File: src/rtl/okd_pkg.sv
// okd_pkg: shared types, constants and the expected-header function
// for the obfuscation key search decoder; no dependencies
package okd_pkg;

   localparam int HDR_LEN = 14;
   localparam int HDR_IDX_W = 4;

   localparam logic KIND_HEADER  = 1'b0;
   localparam logic KIND_PAYLOAD = 1'b1;

   localparam logic [7:0] SIG_B    = 8'h42;
   localparam logic [7:0] SIG_M    = 8'h4D;
   localparam logic [7:0] DATA_OFS = 8'h36;

   typedef struct packed {
      logic       kind;
      logic       first;
      logic [7:0] data_byte;
   } req_word_type;

   typedef struct packed {
      logic       result_kind;
      logic       found;
      logic [7:0] xor_key;
      logic [7:0] sub_key;
      logic [7:0] plain_byte;
   } rsp_word_type;

   // controller to datapath
   typedef struct packed {
      logic accept;
      logic search_run;
   } cmd_type;

   // datapath to controller
   typedef struct packed {
      logic start_search;
      logic rsp_busy;
      logic done;
   } status_type;

   // expected decoded header byte at a given position
   function automatic logic [7:0] want_byte(input logic [HDR_IDX_W-1:0] idx,
                                            input logic [31:0] len);
      logic [7:0] val;
      unique case (idx)
         4'd0:    val = SIG_B;
         4'd1:    val = SIG_M;
         4'd2:    val = len[7:0];
         4'd3:    val = len[15:8];
         4'd4:    val = len[23:16];
         4'd5:    val = len[31:24];
         4'd10:   val = DATA_OFS;
         default: val = 8'h00;
      endcase
      return val;
   endfunction

endpackage

File: src/rtl/obfuscation_key_search_decoder_top.sv
// A payload word gives its decoded word in the cycle after acceptance, one
// word per cycle while the result side keeps up and no search runs. Header
// words before the fourteenth give no result. The fourteenth starts the key
// sweep, checking one header byte of one candidate key per cycle and dropping
// a candidate at its first mismatch, then registers the search result.
// Reset (synchronous, active high) clears the header count, keys and length.
module obfuscation_key_search_decoder_top (
   input  logic                  clock,
   input  logic                  reset,
   input  logic                  req_valid,
   output logic                  req_ready,
   input  okd_pkg::req_word_type req_word,
   output logic                  rsp_valid,
   input  logic                  rsp_ready,
   output okd_pkg::rsp_word_type rsp_word,
   input  logic                  csr_valid,
   output logic                  csr_ready,
   input  logic [31:0]           csr_data
);

   okd_pkg::cmd_type    cmd;
   okd_pkg::status_type status;

   // length register always writable
   assign csr_ready = 1'b1;

   okd_ctrl u_ctrl (
      .clock     (clock),
      .reset     (reset),
      .req_valid (req_valid),
      .req_ready (req_ready),
      .status    (status),
      .cmd       (cmd)
   );

   okd_datapath u_datapath (
      .clock     (clock),
      .reset     (reset),
      .cmd       (cmd),
      .status    (status),
      .req_word  (req_word),
      .csr_valid (csr_valid),
      .csr_data  (csr_data),
      .rsp_word  (rsp_word),
      .rsp_valid (rsp_valid),
      .rsp_ready (rsp_ready)
   );

endmodule

File: src/rtl/okd_datapath.sv
// okd_datapath: header store, key candidate sweep, payload decode and
// output register; depends on okd_pkg
module okd_datapath (
   input  logic                  clock,
   input  logic                  reset,
   input  okd_pkg::cmd_type      cmd,
   output okd_pkg::status_type   status,
   input  okd_pkg::req_word_type req_word,
   input  logic                  csr_valid,
   input  logic [31:0]           csr_data,
   output okd_pkg::rsp_word_type rsp_word,
   output logic                  rsp_valid,
   input  logic                  rsp_ready
);

   localparam int IdxW = okd_pkg::HDR_IDX_W;
   localparam logic [IdxW-1:0] LastIdx = IdxW'(okd_pkg::HDR_LEN - 1);
   localparam logic [IdxW:0]   HdrLenW = (IdxW + 1)'(okd_pkg::HDR_LEN);

   logic [7:0]      hdr_ff [okd_pkg::HDR_LEN];
   logic [IdxW:0]   hdr_count_ff, hdr_count_in;
   logic [31:0]     entry_len_ff;
   logic [15:0]     cand_ff, cand_in;
   logic [IdxW-1:0] idx_ff, idx_in;
   logic [7:0]      acc_ff, acc_in;
   logic [7:0]      held_x_ff, held_x_in;
   logic [7:0]      held_s_ff, held_s_in;
   logic            key_ready_ff, key_ready_in;
   logic [7:0]      prev_ff, prev_in;
   logic            out_valid_ff, out_valid_in;
   okd_pkg::rsp_word_type out_ff, out_in;

   logic [IdxW:0]   cnt_eff;
   logic            hdr_store_en;
   logic [7:0]      term, acc_sum, pterm, plain;
   logic            byte_ok, last_key, hit, done;

   // header position for this word
   assign cnt_eff      = req_word.first ? '0 : hdr_count_ff;
   assign hdr_store_en = cmd.accept && (req_word.kind == okd_pkg::KIND_HEADER)
                         && (cnt_eff < HdrLenW);

   // one header byte of one candidate checked per cycle
   assign term     = (cand_ff[7:0] ^ hdr_ff[idx_ff]) - cand_ff[15:8];
   assign acc_sum  = (idx_ff == '0) ? term : acc_ff + term;
   assign byte_ok  = (acc_sum == okd_pkg::want_byte(idx_ff, entry_len_ff));
   assign last_key = &cand_ff;
   assign hit      = cmd.search_run && byte_ok && (idx_ff == LastIdx);
   assign done     = hit || (cmd.search_run && !byte_ok && last_key);

   // payload decode with the held key
   assign pterm = (held_x_ff ^ req_word.data_byte) - held_s_ff;
   assign plain = req_word.first ? pterm : prev_ff + pterm;

   always_comb begin
      status.start_search = (req_word.kind == okd_pkg::KIND_HEADER)
                            && (cnt_eff == (IdxW + 1)'(LastIdx));
      status.rsp_busy     = out_valid_ff && !rsp_ready;
      status.done         = done;
   end

   // next-state logic
   always_comb begin
      hdr_count_in = hdr_count_ff;
      cand_in      = cand_ff;
      idx_in       = idx_ff;
      acc_in       = acc_ff;
      held_x_in    = held_x_ff;
      held_s_in    = held_s_ff;
      key_ready_in = key_ready_ff;
      prev_in      = prev_ff;
      out_in       = out_ff;
      out_valid_in = out_valid_ff && !rsp_ready;

      if (hdr_store_en) begin
         hdr_count_in = cnt_eff + 1'b1;
         cand_in      = '0;
         idx_in       = '0;
      end

      if (cmd.accept && (req_word.kind == okd_pkg::KIND_PAYLOAD)) begin
         prev_in      = plain;
         out_in       = '{result_kind: okd_pkg::KIND_PAYLOAD, found: key_ready_ff,
                          xor_key: held_x_ff, sub_key: held_s_ff, plain_byte: plain};
         out_valid_in = 1'b1;
      end

      // candidate sweep: x inner, s outer
      if (cmd.search_run) begin
         if (byte_ok) begin
            idx_in = idx_ff + 1'b1;
            acc_in = acc_sum;
         end else begin
            idx_in  = '0;
            cand_in = cand_ff + 16'd1;
         end
      end

      if (done) begin
         held_x_in    = hit ? cand_ff[7:0] : 8'h00;
         held_s_in    = hit ? cand_ff[15:8] : 8'h00;
         key_ready_in = hit;
         out_in       = '{result_kind: okd_pkg::KIND_HEADER, found: hit,
                          xor_key: held_x_in, sub_key: held_s_in, plain_byte: 8'h00};
         out_valid_in = 1'b1;
      end
   end

   // control registers
   always_ff @(posedge clock) begin
      if (reset) begin
         hdr_count_ff <= '0;
         entry_len_ff <= '0;
         cand_ff      <= '0;
         idx_ff       <= '0;
         held_x_ff    <= '0;
         held_s_ff    <= '0;
         key_ready_ff <= 1'b0;
         prev_ff      <= '0;
         out_valid_ff <= 1'b0;
      end else begin
         hdr_count_ff <= hdr_count_in;
         if (csr_valid) begin
            entry_len_ff <= csr_data;
         end
         cand_ff      <= cand_in;
         idx_ff       <= idx_in;
         held_x_ff    <= held_x_in;
         held_s_ff    <= held_s_in;
         key_ready_ff <= key_ready_in;
         prev_ff      <= prev_in;
         out_valid_ff <= out_valid_in;
      end
   end

   // payload registers
   always_ff @(posedge clock) begin
      if (hdr_store_en) begin
         hdr_ff[cnt_eff[IdxW-1:0]] <= req_word.data_byte;
      end
      acc_ff <= acc_in;
      out_ff <= out_in;
   end

   assign rsp_word  = out_ff;
   assign rsp_valid = out_valid_ff;

   // a search result never overwrites an undelivered word
   a_done_slot_free: assert property (@(posedge clock) disable iff (reset)
      done |-> !out_valid_ff)
      else $error("search finished while output word pending");

   // a hit is only reported on the last header byte
   a_hit_last: assert property (@(posedge clock) disable iff (reset)
      hit |-> (idx_ff == LastIdx))
      else $error("hit before last header byte");

   // starting a search rewinds the sweep
   a_search_init: assert property (@(posedge clock) disable iff (reset)
      (hdr_store_en && status.start_search) |=> (cand_ff == '0 && idx_ff == '0))
      else $error("search did not start at first candidate");

endmodule

File: src/rtl/okd_ctrl.sv
// okd_ctrl: controller state machine for input acceptance and the key sweep
// depends on okd_pkg
module okd_ctrl (
   input  logic                clock,
   input  logic                reset,
   input  logic                req_valid,
   output logic                req_ready,
   input  okd_pkg::status_type status,
   output okd_pkg::cmd_type    cmd
);

   typedef enum logic {
      ST_IDLE,
      ST_SEARCH
   } state_type;

   state_type state_ff, state_in;

   // take a word when idle and the output slot is free or draining
   assign req_ready = (state_ff == ST_IDLE) && !status.rsp_busy;

   always_comb begin
      cmd.accept     = req_valid && req_ready;
      cmd.search_run = (state_ff == ST_SEARCH);
   end

   always_comb begin
      state_in = state_ff;
      unique case (state_ff)
         ST_IDLE: begin
            if (cmd.accept && status.start_search) begin
               state_in = ST_SEARCH;
            end
         end
         ST_SEARCH: begin
            if (status.done) begin
               state_in = ST_IDLE;
            end
         end
         default: state_in = ST_IDLE;
      endcase
   end

   always_ff @(posedge clock) begin
      if (reset) begin
         state_ff <= ST_IDLE;
      end else begin
         state_ff <= state_in;
      end
   end

endmodule

File: config.mk
export PLATFORM = sky130hd
export DESIGN_NAME = obfuscation_key_search_decoder_top
export DESIGN_NICKNAME = d
export VERILOG_FILES = /design/src/rtl/okd_pkg.sv /design/src/rtl/obfuscation_key_search_decoder_top.sv /design/src/rtl/okd_datapath.sv /design/src/rtl/okd_ctrl.sv
export SDC_FILE = /design/constraint.sdc
export NUM_CORES = 1
export LEC_CHECK = 0
export BUFFER_PORTS_ARGS = -buffer_cell sky130_fd_sc_hd__buf_2
export CORE_UTILIZATION = 40
export CTS_CLUSTER_DIAMETER = 30
export DETAILED_ROUTE_END_ITERATION = 12
export GPL_ROUTABILITY_DRIVEN = 0
export PLACE_DENSITY_LB_ADDON = 0.2
export RECOVER_POWER = 25
export SYNTH_ARGS = -nofsm -noshare
export SYNTH_HDL_FRONTEND = slang
export SYNTH_HIERARCHICAL = 1
export SYNTH_SLANG_ARGS = --single-unit
File: constraint.sdc
create_clock -name clock -period 16.9 [get_ports clock]
set_input_delay 0.845 -clock clock [delete_from_list [all_inputs] [get_ports clock]]
set_output_delay 0.845 -clock clock [all_outputs]
set_load 0.005 [all_outputs]
* Word-level counts from Yosys, hierarchy flattened
Memories as Yosys holds them, arrays and structs flattened. A register that Yosys moved wholly into a read port is not among the register bits.
Index checks and enable logic that the tools add are counted.
** Cells by class
- Multiplexer cells :: 23
- Add/sub/neg operators :: 7
- Eq/ne operators :: 9
- Reduce and logical (&&, ||, !) cells :: 21
- Order comparisons :: 1
- Bitwise logic cells :: 4
** Operator list (count)
- $pmux W8 S7 :: 1
- $mux W25 :: 2
- $mux W16 :: 3
- $mux W8 :: 4
- $mux W4 :: 5
- $add A16 B1 Y16 const B :: 1
- $add A8 B8 Y8 :: 2
- $reduce_and A16 Y1 :: 1
- $sub A8 B8 Y8 :: 2
- $xor A8 B8 Y8 :: 2
- $logic_and A1 B1 Y1 :: 12
- $eq A4 B2 Y1 const B :: 2
- $eq A4 B3 Y1 const B :: 2
- $eq A4 B4 Y1 const B :: 2
- $eq A8 B8 Y1 :: 1
- $mux W1 :: 6
- $add A5 B1 Y5 const B :: 1
- $eq A5 B4 Y1 const B :: 1
- $lt A5 B4 Y1 const B :: 1
- $mux W5 :: 1
- $add A4 B1 Y4 const B :: 1
- $eq A4 B1 Y1 const B :: 1
- $logic_not A4 Y1 :: 1
- $reduce_bool A2 Y1 :: 2
- 5 further kinds :: 8
** Word-level totals
- Input port bits :: 47
- Bits in registers :: 118
- Memories :: 1
- Output and inout port bits :: 29
- Word-level logic and storage cells :: 82
- RAM bits :: 112
** Memory list
- u_datapath.hdr_ff :: words 14, bits a word 8, read ports 1, clocked after Yosys merged registers in 1, wr ports 1, RTL line okd_datapath.sv:20 : logic [7:0] hdr_ff [okd_pkg::HDR_LEN];

* Logic depth before layout (Yosys ltp)
- Depth in word-level cells :: 11
- Gate-level depth with buffers :: 28
- Mapped depth without buffers :: 23

* Hierarchy
The synthesis kept the hierarchy.
** Modules (own cells, without submodules)
- okd_datapath :: cells each 957, area each 11274.6 sq um, sequential area each 6035.8 sq um, instances 1
- okd_ctrl :: cells each 7, area each 60.1 sq um, sequential area each 20.0 sq um, instances 1
- obfuscation_key_search_decoder_top :: cells each 2, area each 11.3 sq um, sequential area each 0.0 sq um, instances 1

* Worst setup path after synthesis
No wires, ideal clock.
- Path type :: reg2reg
- Start point :: reg with a tool-made name
- End point :: reg u_datapath.out_ff, in the netlist u_datapath/rsp_word[10] (enable)
- Data required time :: 16529 ps
- Period minus slack after synthesis :: 6800 ps
- Library setup time :: 371 ps
- Path slack :: 10100 ps
- Stages on the path, launching flop included :: 25
- Path buffers :: 4
- Data arrival time :: 6429 ps
- Path through :: dfxtp_1 -> buf_1 -> clkbuf_1 -> clkbuf_1 -> mux2_2 -> mux4_2 -> xnor2_1 -> ha_1 -> inv_1 -> fa_1 -> a21o_1 -> a21o_1 -> a21oi_1 -> o21ai_0 -> xor2_1 -> ha_1 -> or3_1 -> o31ai_1 -> mux2i_1 -> xnor2_2 -> xor2_2 -> a31oi_1 -> o21ai_2 -> buf_6 -> nand2_1
** RTL lines
- to (signal assigned) :: RTL line okd_datapath.sv:142 : out_ff <= out_in;
- to (decl) :: RTL line okd_datapath.sv:31 : okd_pkg::rsp_word_type out_ff, out_in;

==> impl_metrics.yaml <==
status:
  result_of_the_run: "complete, no violations"
die:
  fp.dieW_um: 170
  placeableCoreArea_sq_um: 27900
  top_level_ports: 76
  design.die.area_sq_um: 29000
  fp-row-count: 61
  fp.dieH_um: 170
  start_util: 0.407
placement:
  port-buffer-count: 74
  place.detailed.hpwl_um: 18600
setup_path:
  critical_path.endpoint_type: "flop"
  setup.worst_path.start_class: "flop"
  timing.critical_path.required_ps: 17030
  ff2ff_setup_slack_ps: 10230
  path_class: "reg -> reg"
  crit_arrival_ps: 6800
  critPathMaxFanout: 37
global_route:
  grt_remaining_overflow: 0
  initial_antenna_violation_count: 1
  grt_use_total: 0.198
  wire_length_of_the_first_global_routing_pass_um: 43800
  grt_start_max_net_pins: 56
  number_of_global_route_vias_before_repair: 7773
pwr:
  leakagePower_nw: 5.21
  power.density_nw_per_um2: 128
  vdd_ir_drop_max_mv: 0.104
synthesis:
  synth_top_area_share: 0.363
  synth-main-ff-cell: "sky130_fd_sc_hd__edfxtp_1"
  cell_types_occupying_the_most_area_after_synthesis: "sky130_fd_sc_hd__edfxtp_1 36%, sky130_fd_sc_hd__dfxtp_1 17%, sky130_fd_sc_hd__mux4_2 4.6%"
  synth_cells: 966
  synth_enable_flop_cells: 137
  yosysUniqueCellTypes: 76
  synth_top_cell_by_area: "sky130_fd_sc_hd__edfxtp_1"
  synthArstFlopShare: 0
  yosysWarningCount: 6
  postSynthAreaPerCell_sq_um: 11.7
  synth_commonest_cells: "137 x sky130_fd_sc_hd__edfxtp_1, 97 x sky130_fd_sc_hd__dfxtp_1, 92 x sky130_fd_sc_hd__nor2_1"
  combined_area_of_all_synthesized_cells_sq_um: 11300
  ys_seq_elements: 234
  synth.most_common_cell: "sky130_fd_sc_hd__edfxtp_1"
  post_synth_net_total: 1054
  synth-seq-area-share: 0.534
final_layout:
  layout_nets: 1129
  area_growth_pct: 21.9
  drive_above_1_share: 0.197
  n_antenna_cell: 0
sta:
  timing.clock.skew_ps: 35.1
  finalSetupTns_ps: 0
  setup_viol_count_final: 0
  rsz0062_at_grt: "no"
  worst-slew-pin-transition_ps: 1080
  final_max_slew_viol_count: 0
  post-route-period-util: 0.394
  timing.max_slew.rel_slack: 0.276
  hold_ws_ps: 451
  final_hold_viol_count: 0
  post-route-min-period_ps: 6670
  fmax_mhz: 150
drt:
  detail_route.drc_violations: 0
  wl_um: 27900
  detail_route.wl_per_cell_um: 19.0
  drt_first_pass_iters: 5
  detailedRoute.firstIterationViolations: 644
  route.detailed.vias_per_inst: 5.43
  antenna_violating_nets_post_route: 0
  dr_total_vias: 7955
worst_hold_path:
  worst_hold_path_type: "reg -> reg"
  hold_path.startpoint: "u_datapath/hdr_count_ff[4]"
clock_tree:
  ctsHtreeMaxLevel: 2
  cts_root_buf: "sky130_fd_sc_hd__clkbuf_16"
  cts_buffer_depth: 3
  postCtsHoldBufs: 0
  clock_tree_from_tritoncts: "built"
  insertion_delay_ps: 580
  cts_sinks: 234
  cts.clk_slew.worst_paths_ps: 50
  cts_resized: 0
  cts-buffers-inserted: 54
  cts_setup_buffers: 0
flow_run:
  max_cap_violations: 0
==> layout make-up <==
class / instances / area (sq um)
flip-flops and latches: 234 / 6060
fillers: 2461 / 14000
multi-input cells: 627 / 4830
clock buffers: 61 / 1410
well taps: 378 / 473
repair buffers: 82 / 420
clock inverters: 41 / 489
inverters: 42 / 158
==> sequential cells by signal, summed over array words and instances, names as in the netlist, named ones only <==
signal,count
u_datapath/hdr_ff,112
u_datapath/entry_len_ff,32
u_datapath/rsp_word,26
u_datapath/cand_ff,16
u_datapath/acc_ff,8
u_datapath/held_s_ff,8
u_datapath/held_x_ff,8
u_datapath/prev_ff,8
u_datapath/hdr_count_ff,5
u_datapath/idx_ff,4
u_ctrl/state_ff,1
u_datapath/key_ready_ff,1
u_datapath/rsp_valid,1
==> cells by family after synthesis <==
kind of cell    count (synthesis)  synth area share
simple gates                  256             0.113
xor+xnor                       47            0.0389
mux                            75            0.0921
buf+inv                       105            0.0411
flops                         234             0.534
compound gates                207             0.133
fa+ha+maj                      41            0.0479
other cells                     1          0.000331
==> where the power goes <==
group          total [mW]  internal [mW]  switching [mW]
clock                1.05          0.691           0.360
combinational      0.0930         0.0381          0.0548
sequential          0.625          0.618         0.00692
==> worst max-delay path, stage by stage (launching register included) <==
cell                      delay [ps]
sky130_fd_sc_hd__dfxtp_1         300
sky130_fd_sc_hd__buf_4           400
sky130_fd_sc_hd__mux4_2          570
sky130_fd_sc_hd__mux4_2          470
sky130_fd_sc_hd__xnor2_1         150
sky130_fd_sc_hd__ha_1            170
sky130_fd_sc_hd__inv_1            50
sky130_fd_sc_hd__fa_1            400
sky130_fd_sc_hd__a21o_1          170
sky130_fd_sc_hd__a21o_1          220
sky130_fd_sc_hd__a21oi_1         140
sky130_fd_sc_hd__o21ai_0         100
sky130_fd_sc_hd__xor2_1          150
sky130_fd_sc_hd__ha_1            210
sky130_fd_sc_hd__or3_1           310
sky130_fd_sc_hd__o31ai_1         290
sky130_fd_sc_hd__mux2i_1         330
sky130_fd_sc_hd__xnor2_2         210
sky130_fd_sc_hd__xor2_2          320
sky130_fd_sc_hd__a31oi_1         170
sky130_fd_sc_hd__o21ai_2         170
sky130_fd_sc_hd__buf_4           370
sky130_fd_sc_hd__nand2_1         530
==> metal layers <==
layer | up-vias | global-route usage | routed length, um
li1 | 3778 | - | -
met1 | 3875 | 0.277 | 12900
met2 | 240 | 0.311 | 12700
met3 | 62 | 0.0370 | 1620
met4 | 0 | 0.0595 | 623
met5 | - | 0 | 0
==> cells in the final DEF, fill, tap and decap left out, types with 10 or more instances in the layout <==
cell type                   instances
sky130_fd_sc_hd__a32o_1            32
sky130_fd_sc_hd__nor2b_1           10
sky130_fd_sc_hd__o21ai_0           32
sky130_fd_sc_hd__xnor2_1           23
sky130_fd_sc_hd__clkinv_4          10
sky130_fd_sc_hd__buf_2             66
sky130_fd_sc_hd__nor3_1            11
sky130_fd_sc_hd__nor2_1            92
sky130_fd_sc_hd__dfxtp_1           97
sky130_fd_sc_hd__a211oi_1          21
sky130_fd_sc_hd__nand2_1           50
sky130_fd_sc_hd__ha_1              37
sky130_fd_sc_hd__xor2_1            21
sky130_fd_sc_hd__mux4_2            23
sky130_fd_sc_hd__edfxtp_1         137
sky130_fd_sc_hd__mux2i_1           47
sky130_fd_sc_hd__and2_1            18
sky130_fd_sc_hd__inv_6             11
sky130_fd_sc_hd__and3_1            22
sky130_fd_sc_hd__clkbuf_16         55
sky130_fd_sc_hd__a21oi_1           43
sky130_fd_sc_hd__nand3_1           15
sky130_fd_sc_hd__inv_1             41
sky130_fd_sc_hd__clkbuf_1          13
==> stage by stage <==
stage,power (mW),area [sq um],std cells,setup slack (ps),utilization
global route,1.83,13800,1465,9810,0.497
global placement,0.727,11900,1363,10300,0.429
CTS,1.79,13800,1465,10200,0.497
floorplan,0.696,11300,966,10100,-
finish,1.77,13800,1465,10230,0.497
detailed placement,0.728,11900,1363,10230,0.429
==> worst paths after layout <==
check                                                  end  cells past startpoint
worst max-delay path               u_datapath/rsp_word[16]                     22
worst min-delay path            u_datapath/hdr_count_ff[4]                      2
worst max register to register     u_datapath/rsp_word[16]                     22
worst min register to register  u_datapath/hdr_count_ff[4]                      2
(Power assumes the default switching activity.)
